**src/sv/mrc_pkg.sv**
```systemverilog
// Shared types, constants and the CRC-16/MODBUS byte update for the reply checker.
// No dependencies.
package mrc_pkg;

  localparam logic [15:0] CRC_INIT      = 16'hFFFF;
  localparam logic [15:0] CRC_POLY      = 16'hA001;
  localparam logic [6:0]  MIN_LEN_RESET = 7'd25;
  localparam int          READ_FIRST    = 3;
  localparam int          READ_COUNT    = 12;

  typedef enum logic [1:0] {
    STATUS_OK      = 2'd0,
    STATUS_SHORT   = 2'd1,
    STATUS_CRC_BAD = 2'd2
  } frame_status_t;

  // One byte through the reflected CRC, unrolled over its eight bits.
  function automatic logic [15:0] crc_feed(input logic [15:0] crc, input logic [7:0] b);
    logic [15:0] c;
    c = crc ^ {8'd0, b};
    for (int i = 0; i < 8; i++) begin
      if (c[0]) begin
        c = (c >> 1) ^ CRC_POLY;
      end else begin
        c = c >> 1;
      end
    end
    return c;
  endfunction

endpackage

```
**src/sv/modbus_response_checker_unit.sv**
```systemverilog
// Modbus RTU reply checker: CRC-16/MODBUS check, length check and reading extraction.
// Depends on mrc_pkg.
//
// The block takes one reply byte per cycle unless in_stall holds it, and gives one
// result word per frame, in the cycle after the byte that carries end_of_frame. The CRC
// update is a single unrolled byte-wide XOR network between the frame state registers,
// and the status is formed from it and registered in the result stage. The CRC lags
// the input by two bytes through a two-byte delay line, so the trailer itself is never
// hashed. Bytes beyond MAX_FRAME_BYTES are dropped. While a result waits to be taken,
// further bytes are still accepted; only a final byte is held back until the result
// register is free. min_frame_length may be written at any time the block is idle.
module modbus_response_checker_unit #(
  parameter int MAX_FRAME_BYTES = 64
) (
  input  logic        clk,
  input  logic        rst,
  input  logic        cfg_valid,
  output logic        cfg_ready,
  input  logic [6:0]  cfg_data,
  input  logic        in_valid,
  output logic        in_stall,
  input  logic [7:0]  rx_byte,
  input  logic        end_of_frame,
  output logic        out_valid,
  input  logic        out_stall,
  output logic [1:0]  frame_status,
  output logic [15:0] crc_computed,
  output logic [15:0] crc_received,
  output logic [15:0] voltage_raw,
  output logic [15:0] current_raw,
  output logic [15:0] power_raw,
  output logic [15:0] energy_raw,
  output logic [15:0] frequency_raw,
  output logic [15:0] power_factor_raw
);
  import mrc_pkg::*;

  localparam int CW = $clog2(MAX_FRAME_BYTES + 1);
  localparam int LW = (CW > 7) ? CW : 7;

  logic [6:0]    min_frame_length;
  logic [15:0]   running_crc, running_crc_next;
  logic [CW-1:0] kept_byte_count, kept_byte_count_next;
  logic [7:0]    trailer_delay [2];
  logic [7:0]    trailer_delay_next [2];
  logic [7:0]    reading_bytes [READ_COUNT];
  logic [7:0]    reading_bytes_next [READ_COUNT];
  logic          in_accept, out_take, keep;
  frame_status_t status_next;
  logic [15:0]   recv_next;

  assign cfg_ready = 1'b1;
  assign out_take  = out_valid && !out_stall;
  // Only a final byte needs the result register.
  assign in_stall  = out_valid && out_stall && end_of_frame;
  assign in_accept = in_valid && !in_stall;
  assign keep      = kept_byte_count < CW'(MAX_FRAME_BYTES);

  always_comb begin
    running_crc_next      = running_crc;
    kept_byte_count_next  = kept_byte_count;
    trailer_delay_next    = trailer_delay;
    reading_bytes_next    = reading_bytes;
    if (keep) begin
      if (kept_byte_count >= CW'(2)) begin
        running_crc_next = crc_feed(running_crc, trailer_delay[0]);
      end
      trailer_delay_next[0] = trailer_delay[1];
      trailer_delay_next[1] = rx_byte;
      for (int i = 0; i < READ_COUNT; i++) begin
        if (kept_byte_count == CW'(READ_FIRST + i)) begin
          reading_bytes_next[i] = rx_byte;
        end
      end
      kept_byte_count_next = kept_byte_count + CW'(1);
    end
  end

  always_comb begin
    recv_next = {trailer_delay_next[1], trailer_delay_next[0]};
    priority if (LW'(kept_byte_count_next) < LW'(min_frame_length)) begin
      status_next = STATUS_SHORT;
    end else if (running_crc_next != recv_next) begin
      status_next = STATUS_CRC_BAD;
    end else begin
      status_next = STATUS_OK;
    end
  end

  always_ff @(posedge clk) begin
    if (rst) begin
      min_frame_length <= MIN_LEN_RESET;
    end else if (cfg_valid && cfg_ready) begin
      min_frame_length <= cfg_data;
    end
  end

  // Frame state: advances on every accepted byte up to MAX_FRAME_BYTES and returns to
  // its start after a final byte.
  always_ff @(posedge clk) begin
    if (rst || (in_accept && end_of_frame)) begin
      running_crc     <= CRC_INIT;
      kept_byte_count <= '0;
      trailer_delay   <= '{default: 8'd0};
      reading_bytes   <= '{default: 8'd0};
    end else if (in_accept) begin
      running_crc     <= running_crc_next;
      kept_byte_count <= kept_byte_count_next;
      trailer_delay   <= trailer_delay_next;
      reading_bytes   <= reading_bytes_next;
    end
  end

  always_ff @(posedge clk) begin
    if (rst) begin
      out_valid <= 1'b0;
    end else if (in_accept && end_of_frame) begin
      out_valid <= 1'b1;
    end else if (out_take) begin
      out_valid <= 1'b0;
    end
  end

  always_ff @(posedge clk) begin
    if (in_accept && end_of_frame) begin
      frame_status     <= status_next;
      crc_computed     <= running_crc_next;
      crc_received     <= recv_next;
      voltage_raw      <= {reading_bytes_next[0],  reading_bytes_next[1]};
      current_raw      <= {reading_bytes_next[2],  reading_bytes_next[3]};
      power_raw        <= {reading_bytes_next[4],  reading_bytes_next[5]};
      energy_raw       <= {reading_bytes_next[6],  reading_bytes_next[7]};
      frequency_raw    <= {reading_bytes_next[8],  reading_bytes_next[9]};
      power_factor_raw <= {reading_bytes_next[10], reading_bytes_next[11]};
    end
  end

endmodule

```
**config.mk**
```make
export PLATFORM = sky130hd
export DESIGN_NAME = modbus_response_checker_unit
export DESIGN_NICKNAME = d
export VERILOG_FILES = /design/src/sv/mrc_pkg.sv /design/src/sv/modbus_response_checker_unit.sv
export SDC_FILE = /design/constraint.sdc
export NUM_CORES = 1
export LEC_CHECK = 0
export ABC_CLOCK_PERIOD_IN_PS = 7300
export BUFFER_PORTS_ARGS = -buffer_cell sky130_fd_sc_hd__buf_2
export CAP_MARGIN = 20
export CORE_AREA = 2 2 230 141
export CTS_BUF_LIST = sky130_fd_sc_hd__clkbuf_16
export DETAILED_ROUTE_END_ITERATION = 10
export DIE_AREA = 0 0 232 143
export SLEW_MARGIN = 20
export SYNTH_ARGS = -nofsm -noshare
export SYNTH_HDL_FRONTEND = slang
export SYNTH_SLANG_ARGS = --single-unit
export TNS_END_PERCENT = 1
```
**constraint.sdc**
```tcl
create_clock -name clk -period 7.3 [get_ports clk]
set_input_delay 1.095 -clock clk [delete_from_list [all_inputs] [get_ports clk]]
set_output_delay 1.095 -clock clk [all_outputs]
set_load 0.005 [all_outputs]
```
==> results.cfg <==
[cells_and_area]
final_cell_mix = 195 x nand2_1, 152 x buf_2, 143 x dfxtp_1, 130 x edfxtp_1, 103 x a21oi_1
stdcell_count = 1642
drive_above_1_share_pct = 26.3
final_common_cell = nand2_1
antenna_cells = 0
areaGrowthSynthToFinish_pct = 16.6
post-route-util_pct = 43.9
fin_nets = 1237

[clocking]
htree_levels = 1
cts_buffers = 26
cts_root_buf = clkbuf_16
clock_latency_ps = 550
cts_hold_buf = 0
cts-resized-gates = 0
cts_sinks = 273
clkTransAtPathRegs_ps = 70
clock_path_buffers = 3
post_cts_buffers = 0
cts_tree = done

[setup_path]
rr_startpoint = kept_byte_count[6]
rrSetupSlack_ps = 4170
arrival_ps = 3470
crit_type = input port to register
required_ps = 7610
start_kind = input port
slowest_delay_ps = 510
cp_num_cells = 9
crit_chain = buf_2 > mux2i_1 > xor2_1 > nand4_1 > nand3_1 > o21ai_0 > a2111oi_2 > o2111ai_1 > o41a_1
timing.rr.end = frame_status[1]
crit_family = compound AO/OA/AOI/OAI gates
cp-startpoint = rx_byte[0]
worstSetupEndpoint = frame_status[1]
critPathCaptureType = register
critPathSlowestCell = buf_2
critPathBufInv = 1
cp_max_fo = 24
r2r_cells = 9

[die]
die-area_um2 = 33200
dieHeight_um = 143
start_util_pct = 37.6
ios = 154
rows = 50
coreArea_um2 = 31000
die_x_um = 232

[worst_hold_path]
worstHoldPathCells = 2
hold_path_class = register to register

[yosys]
ys_types = 57
yosys.area.top_type_share_pct = 33.5
syn_area_um2 = 11700
syn_area_per_cell_um2 = 10.7
synthFlopType = dfxtp_1
yosys-top-cells-area = edfxtp_1 33%, dfxtp_1 25%, mux2_2 9.9%
yosysSeqAreaShare_pct = 58.1
ys_warn_count = 0
yosys.area.top_type = edfxtp_1
async_reset_ff_share_pct = 0
yosys_register_bits = 273
synth_edf_count = 130
syn-num-nets = 1116
postSynthCellCount = 1085

[sta]
finalCritPeriodShare_pct = 43.3
rsz0062_at_grt = false
min_period_ps = 3160
fin_skew_ps = 24.5
max_slew_margin_pct = 29.1
tns_ps = 0
worst_pin_slew_ps = 1060
setup_viol = 0
fmax_mhz = 317
timing_hold_violations_final = 0
fin_ws_ps = 4140
slew_violations = 0

[grt]
grt_max_degree = 98
antenna_found_initial = 0
grt.total_usage_pct = 17.7
grt_overflow = 0
grt_pass1_vias = 7539
grt_pass1_wl_um = 45400

[drt]
routedWlPerCell_um = 18.3
vias = 8248
vias_per_cell = 5.02
drc = 0
final_antenna_net_count = 0
wirelength_um = 30000
drtIter0Drc = 588
first_pass_iters = 5

[power]
irDropWorstVdd_mv = 0.149
leakagePower_nw = 5.13
power_density_nw_per_um2 = 242
finalPower_w = 0.00329

[placed_design]
gp_congestion = 0.871
hpwl_um = 19700
port_buffers = 152
place_inst = 1593
pre_cts_ws_ps = 3300

[status]
status = complete, no violations

[job]
drv_cap = 0
==> worst min-delay path by stage <==
| stage | startpoint | endpoint | slack [ps] |
|---|---|---|---|
| global route | reading_bytes[38] | reading_bytes[38] | 470 |
| finish | reading_bytes[68] | reading_bytes[68] | 450 |
| floorplan | reading_bytes[32] | reading_bytes[32] | 430 |
| CTS | reading_bytes[68] | reading_bytes[68] | 450 |
| global placement | reading_bytes[59] | reading_bytes[59] | 440 |
| detailed placement | reading_bytes[46] | reading_bytes[46] | 440 |
==> through the flow <==
stage,instance area (µm²),hold WS (ps)
finish,13600,450
global route,13600,473
CTS,13600,453
detailed placement,12700,443
global placement,12700,438
floorplan,11700,433
==> Yosys cell counts, types with 4 or more instances <==
library cell	n
nor4_1	4
xnor2_2	4
o211ai_1	10
mux2_2	102
edfxtp_1	130
buf_1	7
ha_1	10
xnor2_1	33
buf_2	5
dfxtp_1	143
a21oi_1	103
nor3_1	15
mux2i_1	21
nor2_1	82
inv_1	29
o21ai_0	48
nand3_1	13
clkbuf_1	54
or3_1	4
xor2_1	13
nand2_1	196
a211oi_1	11
==> layout make-up <==
type	count	area, µm²
clock buffers	26	651
clock inverters	22	178
fillers	2933	17400
inverters	29	109
multi-input cells	716	4530
flip-flops and latches	273	6770
well taps	416	520
repair buffers	160	833
==> registers in the layout, summed over array words and instances (netlist names), 16 cells and up <==
name,count
reading_bytes,96
crc_computed,16
crc_received,16
current_raw,16
energy_raw,16
frequency_raw,16
power_factor_raw,16
power_raw,16
running_crc,16
trailer_delay,16
voltage_raw,16
==> logic make-up (layout without fill, tap and decap cells) <==
group,after synthesis,count (layout),synth area share (%)
mux,124,124,11.8
other cells,1,1,0.0322
compound gates,196,196,9.65
xor+xnor,53,53,4.53
buf+inv,96,237,3.18
flops,273,273,58.1
fa+ha+maj,10,10,1.07
simple gates,332,332,11.7
==> routing by layer <==
metal  GRT usage (%)  part of all wire, %  routed length [µm]
met1            28.3                   53               15800
met3            3.67                  5.9                1780
met2            24.4                   40               12000
met5               0                    0                   0
met4            3.10                  1.3                 401
==> worst reg2reg max path, stage by stage, from the launching register on <==
cell       delay, ps
dfxtp_1          480
buf_4            380
mux2i_1          590
xor2_1           200
nand4_1          150
nand3_1          110
o21ai_0          110
a2111oi_2        290
o2111ai_1        150
o41a_1           420
==> power by group <==
group          internal (W)  switching [W]  total (W)  leakage [nW]
combinational      0.000103       0.000195   0.000298          2.32
clock              0.000726       0.000596    0.00132         0.428
sequential          0.00164      0.0000247    0.00167          2.39
total               0.00247       0.000815    0.00329          5.13
No activity file was read; power rests on OpenSTA's default activity.
